===== src/hdl/nps_pkg.sv =====
// ----------------------------------------------------------------------------
// nps_pkg
// Shared sizes, operation codes and control types for the NFA stepper.
// ----------------------------------------------------------------------------
package nps_pkg;

   localparam int NUM_STATES  = 16;
   localparam int SYMBOL_BITS = 8;

   localparam int STATE_BITS  = $clog2(NUM_STATES);
   localparam int NUM_SYMBOLS = 1 << SYMBOL_BITS;
   localparam int ADDR_BITS   = STATE_BITS + SYMBOL_BITS;
   localparam int TABLE_DEPTH = NUM_STATES * NUM_SYMBOLS;

   // Field widths of the request beats.
   localparam int OP_W    = 2;
   localparam int SRC_W   = 4;
   localparam int DST_W   = 4;
   localparam int SYM_W   = 8;

   localparam logic [OP_W-1:0] OP_CLEAR   = 2'd0;
   localparam logic [OP_W-1:0] OP_ADD     = 2'd1;
   localparam logic [OP_W-1:0] OP_ACCEPT  = 2'd2;
   localparam logic [OP_W-1:0] OP_PROCESS = 2'd3;

   typedef logic [NUM_STATES-1:0] state_set_type;

   // Commands from the sequencer to the table and accumulate unit.
   typedef struct packed {
      logic                 rd_en;
      logic                 take;
      logic                 wr_en;
      logic                 wr_clear;
      logic                 acc_clr;
      logic [ADDR_BITS-1:0] addr;
      state_set_type        dst_mask;
   } tbl_ctrl_type;

endpackage


===== src/hdl/nps_if.sv =====
// ----------------------------------------------------------------------------
// nps_if
// Valid/ready channels carrying request and response beats.
// ----------------------------------------------------------------------------
interface nps_req_if;
   import nps_pkg::*;

   logic             valid;
   logic             ready;
   logic [OP_W-1:0]  op;
   logic [SRC_W-1:0] src_state;
   logic [DST_W-1:0] dst_state;
   logic [SYM_W-1:0] symbol;
   logic             first;

   modport source (output valid, op, src_state, dst_state, symbol, first, input ready);
   modport sink   (input valid, op, src_state, dst_state, symbol, first, output ready);
endinterface

interface nps_rsp_if;
   logic valid;
   logic ready;
   logic prefix_accepted;

   modport source (output valid, prefix_accepted, input ready);
   modport sink   (input valid, prefix_accepted, output ready);
endinterface


===== src/hdl/nps_seq.sv =====
// ----------------------------------------------------------------------------
// nps_seq
// Sequencer: takes request beats, steps the table through clearing,
// transition updates and successor scans, and holds the response register.
// ----------------------------------------------------------------------------
module nps_seq (
   input  logic                   clock,
   input  logic                   reset,
   nps_req_if.sink                req_bus,
   nps_rsp_if.source              rsp_bus,
   output nps_pkg::tbl_ctrl_type  ctrl,
   input  nps_pkg::state_set_type acc_set
);
   import nps_pkg::*;

   typedef enum logic [5:0] {
      ST_CLEAR  = 6'b000001,
      ST_IDLE   = 6'b000010,
      ST_ADD_RD = 6'b000100,
      ST_ADD_WR = 6'b001000,
      ST_SCAN   = 6'b010000,
      ST_DONE   = 6'b100000
   } seq_state_type;

   seq_state_type        state_ff, state_in;
   logic [ADDR_BITS-1:0] clr_ff, clr_in;
   logic [STATE_BITS-1:0] scan_ff, scan_in;
   logic                 flush_ff, flush_in;
   state_set_type        active_ff, active_in;
   state_set_type        accept_ff, accept_in;
   state_set_type        cur_ff, cur_in;
   state_set_type        dst_mask_ff, dst_mask_in;
   logic [STATE_BITS-1:0] src_ff, src_in;
   logic [SYMBOL_BITS-1:0] sym_ff, sym_in;
   logic                 rsp_valid_ff, rsp_valid_in;
   logic                 rsp_data_ff, rsp_data_in;

   logic                 accept;
   logic                 src_ok;
   logic                 dst_ok;
   logic                 rsp_free;

   assign req_bus.ready = (state_ff == ST_IDLE);
   assign accept        = req_bus.valid & req_bus.ready;
   assign src_ok        = int'(req_bus.src_state) < NUM_STATES;
   assign dst_ok        = int'(req_bus.dst_state) < NUM_STATES;
   assign rsp_free      = ~rsp_valid_ff | rsp_bus.ready;

   assign rsp_bus.valid           = rsp_valid_ff;
   assign rsp_bus.prefix_accepted = rsp_data_ff;

   always_comb begin
      state_in     = state_ff;
      clr_in       = clr_ff;
      scan_in      = scan_ff;
      flush_in     = 1'b0;
      active_in    = active_ff;
      accept_in    = accept_ff;
      cur_in       = cur_ff;
      dst_mask_in  = dst_mask_ff;
      src_in       = src_ff;
      sym_in       = sym_ff;
      rsp_valid_in = rsp_valid_ff & ~rsp_bus.ready;
      rsp_data_in  = rsp_data_ff;

      ctrl          = '0;
      ctrl.dst_mask = dst_mask_ff;

      unique case (state_ff)
         ST_CLEAR: begin
            ctrl.wr_en    = 1'b1;
            ctrl.wr_clear = 1'b1;
            ctrl.addr     = clr_ff;
            clr_in        = clr_ff + 1'b1;
            if (clr_ff == ADDR_BITS'(TABLE_DEPTH - 1)) begin
               state_in = ST_IDLE;
            end
         end
         ST_IDLE: begin
            if (accept) begin
               src_in      = STATE_BITS'(req_bus.src_state);
               sym_in      = req_bus.symbol[SYMBOL_BITS-1:0];
               dst_mask_in = state_set_type'(1) << req_bus.dst_state;
               unique case (req_bus.op)
                  OP_CLEAR: begin
                     active_in = '0;
                     accept_in = '0;
                     clr_in    = '0;
                     state_in  = ST_CLEAR;
                  end
                  OP_ADD: begin
                     if (src_ok && dst_ok) begin
                        state_in = ST_ADD_RD;
                     end
                  end
                  OP_ACCEPT: begin
                     if (src_ok) begin
                        accept_in = accept_ff |
                                    (state_set_type'(1) << req_bus.src_state);
                     end
                  end
                  OP_PROCESS: begin
                     cur_in       = req_bus.first ? state_set_type'(1) : active_ff;
                     scan_in      = '0;
                     ctrl.acc_clr = 1'b1;
                     state_in     = ST_SCAN;
                  end
                  default: begin
                     state_in = ST_IDLE;
                  end
               endcase
            end
         end
         ST_ADD_RD: begin
            ctrl.rd_en = 1'b1;
            ctrl.addr  = {src_ff, sym_ff};
            state_in   = ST_ADD_WR;
         end
         ST_ADD_WR: begin
            ctrl.wr_en = 1'b1;
            ctrl.addr  = {src_ff, sym_ff};
            state_in   = ST_IDLE;
         end
         ST_SCAN: begin
            // Rows of inactive states are read but not merged.
            ctrl.rd_en = 1'b1;
            ctrl.take  = cur_ff[scan_ff];
            ctrl.addr  = {scan_ff, sym_ff};
            scan_in    = scan_ff + 1'b1;
            if (scan_ff == STATE_BITS'(NUM_STATES - 1)) begin
               flush_in = 1'b1;
               state_in = ST_DONE;
            end
         end
         ST_DONE: begin
            // The last row lands in the accumulator in the cycle after entry.
            if (!flush_ff && rsp_free) begin
               active_in    = acc_set;
               rsp_valid_in = 1'b1;
               rsp_data_in  = |(acc_set & accept_ff);
               state_in     = ST_IDLE;
            end
         end
         default: begin
            state_in = ST_IDLE;
         end
      endcase
   end

   always_ff @(posedge clock) begin
      if (reset) begin
         state_ff     <= ST_CLEAR;
         clr_ff       <= '0;
         scan_ff      <= '0;
         flush_ff     <= 1'b0;
         active_ff    <= '0;
         accept_ff    <= '0;
         rsp_valid_ff <= 1'b0;
      end else begin
         state_ff     <= state_in;
         clr_ff       <= clr_in;
         scan_ff      <= scan_in;
         flush_ff     <= flush_in;
         active_ff    <= active_in;
         accept_ff    <= accept_in;
         rsp_valid_ff <= rsp_valid_in;
      end
   end

   always_ff @(posedge clock) begin
      cur_ff      <= cur_in;
      dst_mask_ff <= dst_mask_in;
      src_ff      <= src_in;
      sym_ff      <= sym_in;
      rsp_data_ff <= rsp_data_in;
   end

endmodule

===== src/flat_wrapper.sv =====
// flat-port wrapper written by rule: the top's interface ports become plain ports
module nps_seq_flat import nps_pkg::*;
  (clock, reset, ctrl, acc_set, req_bus_valid, req_bus_op, req_bus_src_state, req_bus_dst_state, req_bus_symbol, req_bus_first, req_bus_ready, rsp_bus_valid, rsp_bus_prefix_accepted, rsp_bus_ready);
  nps_req_if req_bus_i ();
  nps_rsp_if rsp_bus_i ();
  input  logic clock;
  input  logic reset;
  output nps_pkg::tbl_ctrl_type ctrl;
  input  nps_pkg::state_set_type acc_set;
  input wire logic [$bits(req_bus_i.valid)-1:0] req_bus_valid;
  input wire logic [$bits(req_bus_i.op)-1:0] req_bus_op;
  input wire logic [$bits(req_bus_i.src_state)-1:0] req_bus_src_state;
  input wire logic [$bits(req_bus_i.dst_state)-1:0] req_bus_dst_state;
  input wire logic [$bits(req_bus_i.symbol)-1:0] req_bus_symbol;
  input wire logic [$bits(req_bus_i.first)-1:0] req_bus_first;
  output wire logic [$bits(req_bus_i.ready)-1:0] req_bus_ready;
  output wire logic [$bits(rsp_bus_i.valid)-1:0] rsp_bus_valid;
  output wire logic [$bits(rsp_bus_i.prefix_accepted)-1:0] rsp_bus_prefix_accepted;
  input wire logic [$bits(rsp_bus_i.ready)-1:0] rsp_bus_ready;
  assign req_bus_i.valid = req_bus_valid;
  assign req_bus_i.op = req_bus_op;
  assign req_bus_i.src_state = req_bus_src_state;
  assign req_bus_i.dst_state = req_bus_dst_state;
  assign req_bus_i.symbol = req_bus_symbol;
  assign req_bus_i.first = req_bus_first;
  assign req_bus_ready = req_bus_i.ready;
  assign rsp_bus_valid = rsp_bus_i.valid;
  assign rsp_bus_prefix_accepted = rsp_bus_i.prefix_accepted;
  assign rsp_bus_i.ready = rsp_bus_ready;
  nps_seq u_core (.clock(clock), .reset(reset), .req_bus(req_bus_i), .rsp_bus(rsp_bus_i), .ctrl(ctrl), .acc_set(acc_set));
endmodule

===== config.mk =====
export PLATFORM = sky130hd
export DESIGN_NAME = nps_seq_flat
export DESIGN_NICKNAME = d
export VERILOG_FILES = /design/src/hdl/nps_pkg.sv /design/src/hdl/nps_if.sv /design/src/hdl/nps_seq.sv /design/src/flat_wrapper.sv
export SDC_FILE = /design/constraint.sdc
export NUM_CORES = 1
export LEC_CHECK = 0
export BUFFER_PORTS_ARGS = -buffer_cell sky130_fd_sc_hd__buf_2
export CORE_ASPECT_RATIO = 0.5
export CORE_UTILIZATION = 35
export DETAILED_ROUTE_END_ITERATION = 16
export HOLD_SLACK_MARGIN = 0.03
export SETUP_SLACK_MARGIN = 0.5
export SYNTH_ARGS = -nofsm -noshare
export SYNTH_HDL_FRONTEND = slang
export SYNTH_SLANG_ARGS = --single-unit

===== constraint.sdc =====
create_clock -name clock -period 3.66 [get_ports clock]
set_input_delay 0.366 -clock clock [delete_from_list [all_inputs] [get_ports clock]]
set_output_delay 0.366 -clock clock [all_outputs]
set_load 0.1 [all_outputs]

---- Yosys cells after proc, flatten, opt, wreduce, memory -nomap -nowiden ----
Index checks and enable logic that the tools add are counted.
storage, ports and cells
  memories ................................ 0
  word-level logic and storage cells ...... 93
  bits in latches ......................... 0
  bits in writable memories ............... 0
  flip-flop bits (word level) ............. 101
  ROM bits ................................ 0
operators by class
  $lt $le $gt $ge ......................... 1
  reduce and logical (&&, ||, !) cells .... 20
  shift-type cells ........................ 2
  add/subtract/negate cells ............... 2
  eq/ne operators ......................... 18
  bitwise gates (word level) .............. 8
  multiplexer cells ....................... 30
  div/mod/pow operators ................... 0
  multipliers ............................. 0
operators by type and width
  cell                   count
  $pmux 16 s2            2
  $mux 16                3
  $pmux 12 s3            1
  $shl 1x4->16 const A   2
  $pmux 6 s5             1
  $mux 12                2
  $mux 6                 4
  $pmux 12 s2            1
  $pmux 6 s3             1
  $and 16x16->16         1
  $or 16x16->16          1
  $reduce_or 16->1       1
  $add 12x1->12 const B  1
  $eq 12x12->1 const B   1
  $reduce_and 3->1       4
  $mux 1                 11
  $mux 4                 2
  $pmux 4 s2             1
  $reduce_bool 2->1      4
  $reduce_or 2->1        4
  $eq 6x1->1 const B     1
  $eq 6x2->1 const B     1
  $eq 6x3->1 const B     1
  $eq 6x4->1 const B     1
  20 further kinds       29

---- Longest topological paths before layout ----
Gate-level depths: netlist of the first run.
  word-level depth ........................ 5
  gate-level depth with buffers ........... 8
  gate-level depth less buffers ........... 6

---- Least setup slack after synthesis of the first run ----
No wires, ideal clock.
  path kind ............................... reg-to-reg
  start ................................... register u_core.state_ff[4]
  end ..................................... register u_core.cur_ff[0] (enable)
  arrival ................................. 3000 ps
  path slack .............................. 208 ps
  clock period less this slack ............ 3452 ps
  stages on the path, launching flop included .. 4
  required time ........................... 3207 ps
  library setup time ...................... 453 ps
  cell sequence ........................... dfxtp_1 -> clkbuf_1 -> or4_1 -> nor2_1
between the ends
  longest elaborated chain between the ends .. 3
RTL lines
  element                       line                          RTL
  from (decl)                   nps_seq.sv:25                 seq_state_type state_ff, state_in;
  from (signal assigned)        nps_seq.sv:160                state_ff <= state_in;
  $eq 6x2->1 *                  nps_seq.sv:43, nps_seq.sv:69
  $and 1x1->1                   nps_seq.sv:44                 assign accept = req_bus.valid & req_bus.ready;
  $reduce_and 3->1 (no line) *  -
  to (signal assigned)          nps_seq.sv:171                cur_ff <= cur_in;
  to (decl)                     nps_seq.sv:31                 state_set_type cur_ff, cur_in;
Mark *: on every way between the ends. The rest lies on a longest branch, timed or not.
A chain may end at the register's enable or synchronous reset.

==> results of run 1 <==
-- cell type report --
| type | count | area, um2 | share of cell area, % |
|---|---|---|---|
| Tap cell | 170 | 213 | 3.95 |
| Multi-Input combinational cell | 291 | 1970 | 36.5 |
| Sequential cell | 101 | 2470 | 46.0 |
| Clock inverter | 7 | 68.8 | 1.28 |
| Clock buffer | 9 | 225 | 4.19 |
| Timing Repair Buffer | 76 | 385 | 7.16 |
| Inverter | 13 | 48.8 | 0.907 |
-- cells in the final DEF (no fill, tap or decap), drive strengths merged, types with 5 or more instances in the layout --
| cell | n |
|---|---|
| o21a | 7 |
| inv | 18 |
| a31oi | 13 |
| a21oi | 5 |
| clkbuf | 9 |
| buf | 76 |
| dfxtp | 56 |
| nor2 | 35 |
| ha | 8 |
| nor2b | 18 |
| a22o | 12 |
| mux2i | 21 |
| o2111ai | 6 |
| nor3 | 17 |
| xor2 | 5 |
| a2111o | 6 |
| nand4 | 6 |
| edfxtp | 45 |
| nand2 | 53 |
| and2 | 5 |
| nand2b | 11 |
| nand3 | 12 |
-- metrics by stage --
stage / instances / util, % / total power [mW] / setup slack (ps)
global route: 667 / 42.2 / 2.50 / 580
global placement: 651 / 39.9 / 1.50 / 1080
CTS: 667 / 42.2 / 2.44 / 600
floorplan: 426 / - / 1.43 / 844
detailed placement: 651 / 39.9 / 1.50 / 992
finish: 667 / 42.2 / 2.41 / 757
-- power breakdown --
part | switching, mW | internal [mW]
Clock | 0.450 | 0.483
Sequential | 0.0173 | 1.19
Combinational | 0.215 | 0.0605
Total | 0.683 | 1.73
-- state kept, by name (all words and copies together) (netlist names) --
| register | cells |
|---|---|
| u_core.active_ff | 16 |
| u_core.clr_ff | 12 |
| u_core.cur_ff | 16 |
| u_core.rsp_bus.prefix_accepted | 1 |
| u_core.accept_ff | 16 |
| u_core.src_ff | 4 |
| u_core.rsp_bus.valid | 1 |
| u_core.state_ff | 6 |
| u_core.dst_mask_ff | 16 |
| u_core.sym_ff | 8 |
| u_core.flush_ff | 1 |
| u_core.scan_ff | 4 |
-- layer usage --
metal	part of all wire (%)	GRT usage, %
met3	7.5	4.80
met2	43	23.4
met1	48	23.5
met5	0	0
met4	1.2	5.05
-- what timing repair did --
action	in CTS	in global routing
endpoints found under the setup margin	0	5
hold buffers	0	0
resized for setup	0	2
buffers inserted	0	0
-- path summary, 6_finish.rpt --
kind | to | startpoint | cells after the start | slack (ps)
worst max register to register | u_core.dst_mask_ff[10] | u_core.state_ff[3] | 4 | 1250
worst max-delay path | ctrl[27] | u_core.state_ff[2] | 6 | 760
worst min register to register | u_core.active_ff[11] | u_core.active_ff[11] | 2 | 450
worst min-delay path | u_core.sym_ff[3] | req_bus_symbol[3] | 1 | 190
-- logic make-up after synthesis --
kind of cell / share of synthesized area, %
XOR/XNOR: 1.33
AO/OA/AOI/OAI: 12.1
flip-flops: 53.7
multiplexers: 6.04
adder cells (fa/ha/maj): 2.18
buffers and inverters: 3.92
AND/OR/NAND/NOR: 20.7
==> results_dict.tcl, run 1 <==
set metrics [dict create \
    synthToLayoutAreaGrowth_pct 16.9 \
    drtAntennaViolNets 0 \
    grt_remaining_overflow 0 \
    crit_family "simple AND/OR/NAND/NOR gates" \
    nFillCells 1250 \
    synthTopCellsByCount "dfxtp_1, nand2_1, edfxtp_1, nor2_1, mux2i_1" \
    critical_path.cell_chain "nor3_1 > nand2_2 > inv_2 > a22oi_1 > nand2_1 > buf_2" \
    design_area_um2 5380 \
    grt_pass1_vias 3255 \
    std_cell_rows 29 \
    finalHoldViolCount 0 \
    avgSynthCellArea_um2 10.8 \
    criticalPathCategory "register to output pin" \
    yosysMostFrequentCell "dfxtp_1" \
    cts_sinks 101 \
    min_path_type "primary input to register" \
    syn_inst 426 \
    post-route-min-period_ps 2900 \
    grt_util_all_layers_pct 16.4 \
    netlist.area_leader.share_pct 29.4 \
    ir_drop_mv 0.201 \
    status "finished clean" \
    cts_max_level 3 \
    crit_slowest_cell "nor3_1" \
    cts_buffers 9 \
    synth_cell_types 63 \
    cts_tree "done" \
    yosys_most_used_dff "dfxtp_1" \
    cp.arrival_ps 2540 \
    slowest_delay_ps 460 \
    final_nets 539 \
    fmax_ghz 0.344 \
    drt_wl_total_mm 10.5 \
    dr.pass1.iters 4 \
    grt_antenna_before_repair 0 \
    critPathMaxFanout 17 \
    yosysSeqAreaShare_pct 53.7 \
    final.setup.tns_ps 0 \
    final-max-slew-violation-count 0 \
    fin_crit_sh_pct 79.3 \
    startpoint_type "register" \
    clkTransAtPathRegs_ps 80 \
    cp-end-kind "output pin" \
    relSlewSlack_pct 57.3 \
    critPathBufInv 2 \
    drc 0 \
    dieArea_um2 13600 \
    cap_violations 0 \
    rsz0062_at_grt "false" \
    synth_edf_count 45 \
    holdWs_ps 191 \
    clockRootBuffer "clkbuf_16" \
    synth_async_sr_flop_share_pct 0 \
    required_ps 3290 \
    syn_nets 473 \
    ys_top_cells_by_area "edfxtp_1, dfxtp_1, mux2i_1" \
    dpl-instance-area_um2 5080 \
    worstMarginPinSlew_ps 639 \
    clk_path_buf_depth 2 \
    p_leak_nw 2.07 \
    grt_max_degree 26 \
    dr_total_vias 3423 \
    place_congestion 0.807 \
    ys_warn_count 0 \
    antenna_cells 0 \
    ys_ff_latch 101 \
    drive_above_1_share_pct 22.9 \
    fp.coreArea_um2 12700 \
    portBuffers 74 \
    drt-initial-drc-count 196 \
    die_h_um 83.1 \
    post-dp-hpwl_mm 7.80 \
    die_w_um 164 \
    wl_per_cell_um 15.8 \
    via_per_inst 5.13 \
    clock_latency_ps 340 \
    start_util_pct 36.1 \
    synth.cell_area_um2 4600 \
    setup_viol 0 \
    synth_top_area_cell "edfxtp_1" \
    skew_ps 6.72 \
    io_pins 75 \
    grt_pass1_wl_mm 17.1 \
    pwr_density_cell_nw_per_um2 448 \
]
(Power assumes the default switching activity.)
==> run 2, diff against run 1 <==
==> constraint.sdc (replaced) <==
create_clock -name clock -period 2.7 [get_ports clock]
set_input_delay 0.27 -clock clock [delete_from_list [all_inputs] [get_ports clock]]
set_output_delay 0.27 -clock clock [all_outputs]
set_load 0.1 [all_outputs]
==> results_dict.tcl, run 2 (synthesis results as in run 1) <==
set metrics [dict create \
    dieArea_um2 13600 \
    layout_common_cells "buf_2, nand2_1, dfxtp_1, edfxtp_1, nor2_1" \
    criticalPathCategory "register to output pin" \
    start_util_pct 36.1 \
    ir_drop_mv 0.297 \
    std_cell_rows 29 \
    cts_sinks 101 \
    p_seq_share_pct 48.5 \
    clkPwrFrac_pct 37.5 \
    final.setup.tns_ps 0 \
    skew_ps 6.79 \
    p_sw_share_pct 28.3 \
    p_int_mw 2.40 \
    clock_latency_ps 350 \
    via_per_inst 5.13 \
    critPathMaxFanout 8 \
    drt_wl_total_mm 10.9 \
    dr_total_vias 3492 \
    pwr-share-comb_pct 13.9 \
    p_leak_nw 2.24 \
    drt-initial-drc-count 240 \
    antenna_cells 0 \
    fmax_ghz 0.447 \
    regToRegSetupSlack_ps 650 \
    dp_slack_ps 426 \
    grt_pass1_vias 3406 \
    portBuffers 74 \
    min_path_type "primary input to register" \
    final_nets 553 \
    post-dp-hpwl_mm 7.93 \
    setup_ws_ps 461 \
    drc 0 \
    wl_per_cell_um 16.0 \
    design_area_um2 5870 \
    drtAntennaViolNets 0 \
    io_pins 75 \
    startpoint_type "register" \
    grt_util_all_layers_pct 17.1 \
    pwr_density_cell_nw_per_um2 571 \
    cp-end-kind "output pin" \
    clk_path_buf_depth 2 \
    die_h_um 83.1 \
    relSlewSlack_pct 63.9 \
    die_w_um 164 \
    final-max-slew-violation-count 0 \
    final_util_pct 46.1 \
    synthToLayoutAreaGrowth_pct 27.7 \
    grt_remaining_overflow 0 \
    switchingPower_mw 0.951 \
    clockRootBuffer "clkbuf_16" \
    dr.pass1.iters 6 \
    final_common_cell "buf_2" \
    drive_above_1_share_pct 29.5 \
    cts_buffers 9 \
    cap_violations 0 \
    place_congestion 0.851 \
    status "finished clean" \
    fin_crit_sh_pct 82.9 \
    grt_max_degree 36 \
    clkTransAtPathRegs_ps 70 \
    cts_max_level 3 \
    required_ps 2430 \
    power.total_mw 3.36 \
    grt_antenna_before_repair 0 \
    dpl-instance-area_um2 5390 \
    worstMarginPinSlew_ps 540 \
    cts_tree "done" \
    finalHoldViolCount 0 \
    fp.coreArea_um2 12700 \
    cp.arrival_ps 1970 \
    rsz0062_at_grt "true" \
    post-route-min-period_ps 2240 \
    grt_pass1_wl_mm 17.9 \
    setup_viol 0 \
]
## run 2: cell count changes in the layout (fill, tap and decap cells not counted), moves of 7 or more
| cell | before | now |
|---|---|---|
| buf_2 | 74 | 57 |
| buf_12 | 0 | 14 |
| buf_4 | 2 | 15 |
| a22o_1 | 12 | 4 |
| dfxtp_1 | 56 | 48 |
| a22o_4 | 0 | 7 |
## run 2: worst max-delay path, stage by stage (launching register included)
cell and delay, ps:
dfxtp_2 360, or3_4 400, nor3_2 230, nand2b_4 260, a22o_2 190, buf_12 170
## run 2: path summary, 6_finish.rpt
kind / from / endpoint / cells after the start
worst max-delay path: u_core.state_ff[1] / ctrl[16] / 5
worst min-delay path: req_bus_symbol[0] / u_core.sym_ff[0] / 1
worst max register to register: u_core.state_ff[3] / u_core.active_ff[7] / 5
worst min register to register: u_core.active_ff[15] / u_core.active_ff[15] / 2
## run 2: layer usage
| metal | global-route usage [%] | vias to the layer above | share of wire, % |
|---|---|---|---|
| met5 | 0 | - | 0 |
| met4 | 5.05 | 0 | 1.3 |
| met3 | 5.00 | 13 | 5.9 |
| met2 | 26.1 | 90 | 45 |
| met1 | 23.3 | 1650 | 48 |
| li1 | - | 1739 | - |
## run 2: power by group through the flow
stage	Clock (mW)	Sequential, mW	Combinational (mW)
after global routing	1.35	1.63	0.502
after global placement	0	1.66	0.428
after detailed placement	0	1.67	0.426
after floorplan	0	1.68	0.277
final	1.26	1.63	0.467
after CTS	1.30	1.63	0.461
## run 2: cell type report
class	instances	area [um2]
Clock buffer	9	225
Clock inverter	7	70.1
Fill cell	1172	6860
Inverter	13	51.3
Multi-Input combinational cell	291	2100
Sequential cell	101	2500
Tap cell	170	213
Timing Repair Buffer	90	719
## run 2: repair_timing
action / CTS / global route
endpoints found under the setup margin: 17 / 16
pin swaps: 2 / 3
hold buffers: 0 / 0
resized for setup: 29 / 4
setup buffers: 9 / 1
gates cloned: 0 / 0
## run 2: stage by stage
| step | hold WS (ps) | std cells |
|---|---|---|
| floorplan | 369 | 426 |
| global placement | 439 | 655 |
| detailed placement | 443 | 655 |
| CTS | 82.0 | 680 |
| global route | 83.0 | 681 |
| finish | 98.9 | 681 |
==> run 3, diff against run 2 <==
==> constraint.sdc (replaced) <==
create_clock -name clock -period 2.3 [get_ports clock]
set_input_delay 0.23 -clock clock [delete_from_list [all_inputs] [get_ports clock]]
set_output_delay 0.23 -clock clock [all_outputs]
set_load 0.1 [all_outputs]
==> results_dict.tcl, run 3 (synthesis results as in run 1) <==
set metrics [dict create \
    worstMarginPinSlew_ps 574 \
    fmax_ghz 0.470 \
    required_ps 2070 \
    final-max-slew-violation-count 0 \
    cts_max_level 3 \
    post-dp-hpwl_mm 8.31 \
    criticalPathCategory "register to output pin" \
    die_w_um 164 \
    drive_above_1_share_pct 34.9 \
    drt_wl_total_mm 11.6 \
    grt_remaining_overflow 0 \
    grt_max_degree 29 \
    rsz0062_at_grt "true" \
    setup_viol 0 \
    power.total_mw 4.22 \
    status "finished clean" \
    pwr_density_cell_nw_per_um2 669 \
    final.setup.tns_ps 0 \
    stdcell_count 700 \
    clock_latency_ps 340 \
    p_leak_nw 2.38 \
    antenna_cells 0 \
    final_nets 572 \
    ir_drop_mv 0.386 \
    cts_sinks 101 \
    final_common_cell "buf_2" \
    skew_ps 5.74 \
    critPathBufInv 2 \
    fp.coreArea_um2 12700 \
    cts_buffers 9 \
    portBuffers 74 \
    clockRootBuffer "clkbuf_16" \
    std_cell_rows 29 \
    crit_family "simple AND/OR/NAND/NOR gates" \
    cap_violations 0 \
    cp.depth 6 \
    critPathMaxFanout 8 \
    dpl-instance-area_um2 5560 \
    grt_pass1_wl_mm 18.3 \
    io_pins 75 \
    start_util_pct 36.1 \
    clk_path_buf_depth 2 \
    via_per_inst 5.14 \
    die_h_um 83.1 \
    fin_crit_sh_pct 92.6 \
    startpoint_type "register" \
    grt_util_all_layers_pct 17.5 \
    drtAntennaViolNets 0 \
    drt-initial-drc-count 260 \
    layout_common_cells "buf_2, nand2_1, dfxtp_1, edfxtp_1, nor2_1" \
    relSlewSlack_pct 61.7 \
    clkTransAtPathRegs_ps 70 \
    dp_cells 665 \
    dieArea_um2 13600 \
    worstRegToRegCells 6 \
    design_area_um2 6320 \
    cts_tree "done" \
    critical_path.cell_chain "or3_4 > nor3_4 > nand2b_4 > buf_8 > a22o_4 > buf_12" \
    grt_pass1_vias 3392 \
    place_congestion 0.886 \
    min_path_type "primary input to register" \
    grt_antenna_before_repair 0 \
    synthToLayoutAreaGrowth_pct 37.2 \
    cp.arrival_ps 1900 \
    dr_total_vias 3596 \
    dr.pass1.iters 5 \
    finalHoldViolCount 0 \
    post-route-min-period_ps 2130 \
    crit_slowest_cell "or3_4" \
    wl_per_cell_um 16.6 \
    cp-end-kind "output pin" \
    hold_depth 1 \
    slowest_delay_ps 410 \
    drc 0 \
]
[run 3: final timing paths]
path / to / startpoint / slack, ps
hold / removal: u_core.sym_ff[2] / req_bus_symbol[2] / 60
hold reg to reg: u_core.active_ff[2] / u_core.active_ff[2] / 460
setup / recovery: ctrl[19] / u_core.state_ff[1] / 170
setup reg to reg: u_core.active_ff[1] / u_core.state_ff[0] / 400
[run 3: worst reg2reg max path, cell delays in order (launching register included)]
cell and delay [ps]:
dfxtp_4 370, buf_6 130, or4b_4 510, nor4_4 230, nand2b_4 240, buf_12 140, mux2i_1 200
[run 3: power by group]
group          internal [mW]  switching (mW)  total (mW)
logic                  0.242           0.396       0.638
clock network          0.972           0.697        1.67
registers               1.89          0.0320        1.92
total                   3.10            1.12        4.22
[run 3: cell type report]
type                    count  area, um2
well taps                 170        213
flip-flops and latches    101       2490
repair buffers            109        993
fillers                  1165       6420
clock inverters             7        108
clock buffers               9        225
multi-input cells         291       2220
inverters                  13       58.8
[run 3: per-stage QoR]
step | utilization, % | worst slack (ps) | hold slack [ps]
2_1_floorplan | - | 193 | 329
3_3_place_gp | 43.6 | 277 | 407
3_5_place_dp | 43.6 | 251 | 408
4_1_cts | 48.3 | 193 | 48.2
5_1_grt | 49.6 | 117 | 45.7
6_report | 49.6 | 170 | 57.7
[run 3: timing repair]
action | CTS | global route
hold buffers | 0 | 0
hold endpoints to repair | 0 | 0
cloned | 1 | 0
buffers inserted | 10 | 8
setup endpoints to repair | 83 | 63
pin swaps | 7 | 13
gates resized for setup | 41 | 21
[run 3: metal layers]
layer / routed length [um] / GRT usage (%) / vias to the layer above / share of wire, %
met3: 680 / 4.50 / 14 / 5.9
met5: 0 / 0 / - / 0
met2: 5030 / 25.0 / 87 / 43
met1: 5740 / 26.0 / 1728 / 50
li1: - / - / 1767 / -
met4: 135 / 4.80 / 0 / 1.2
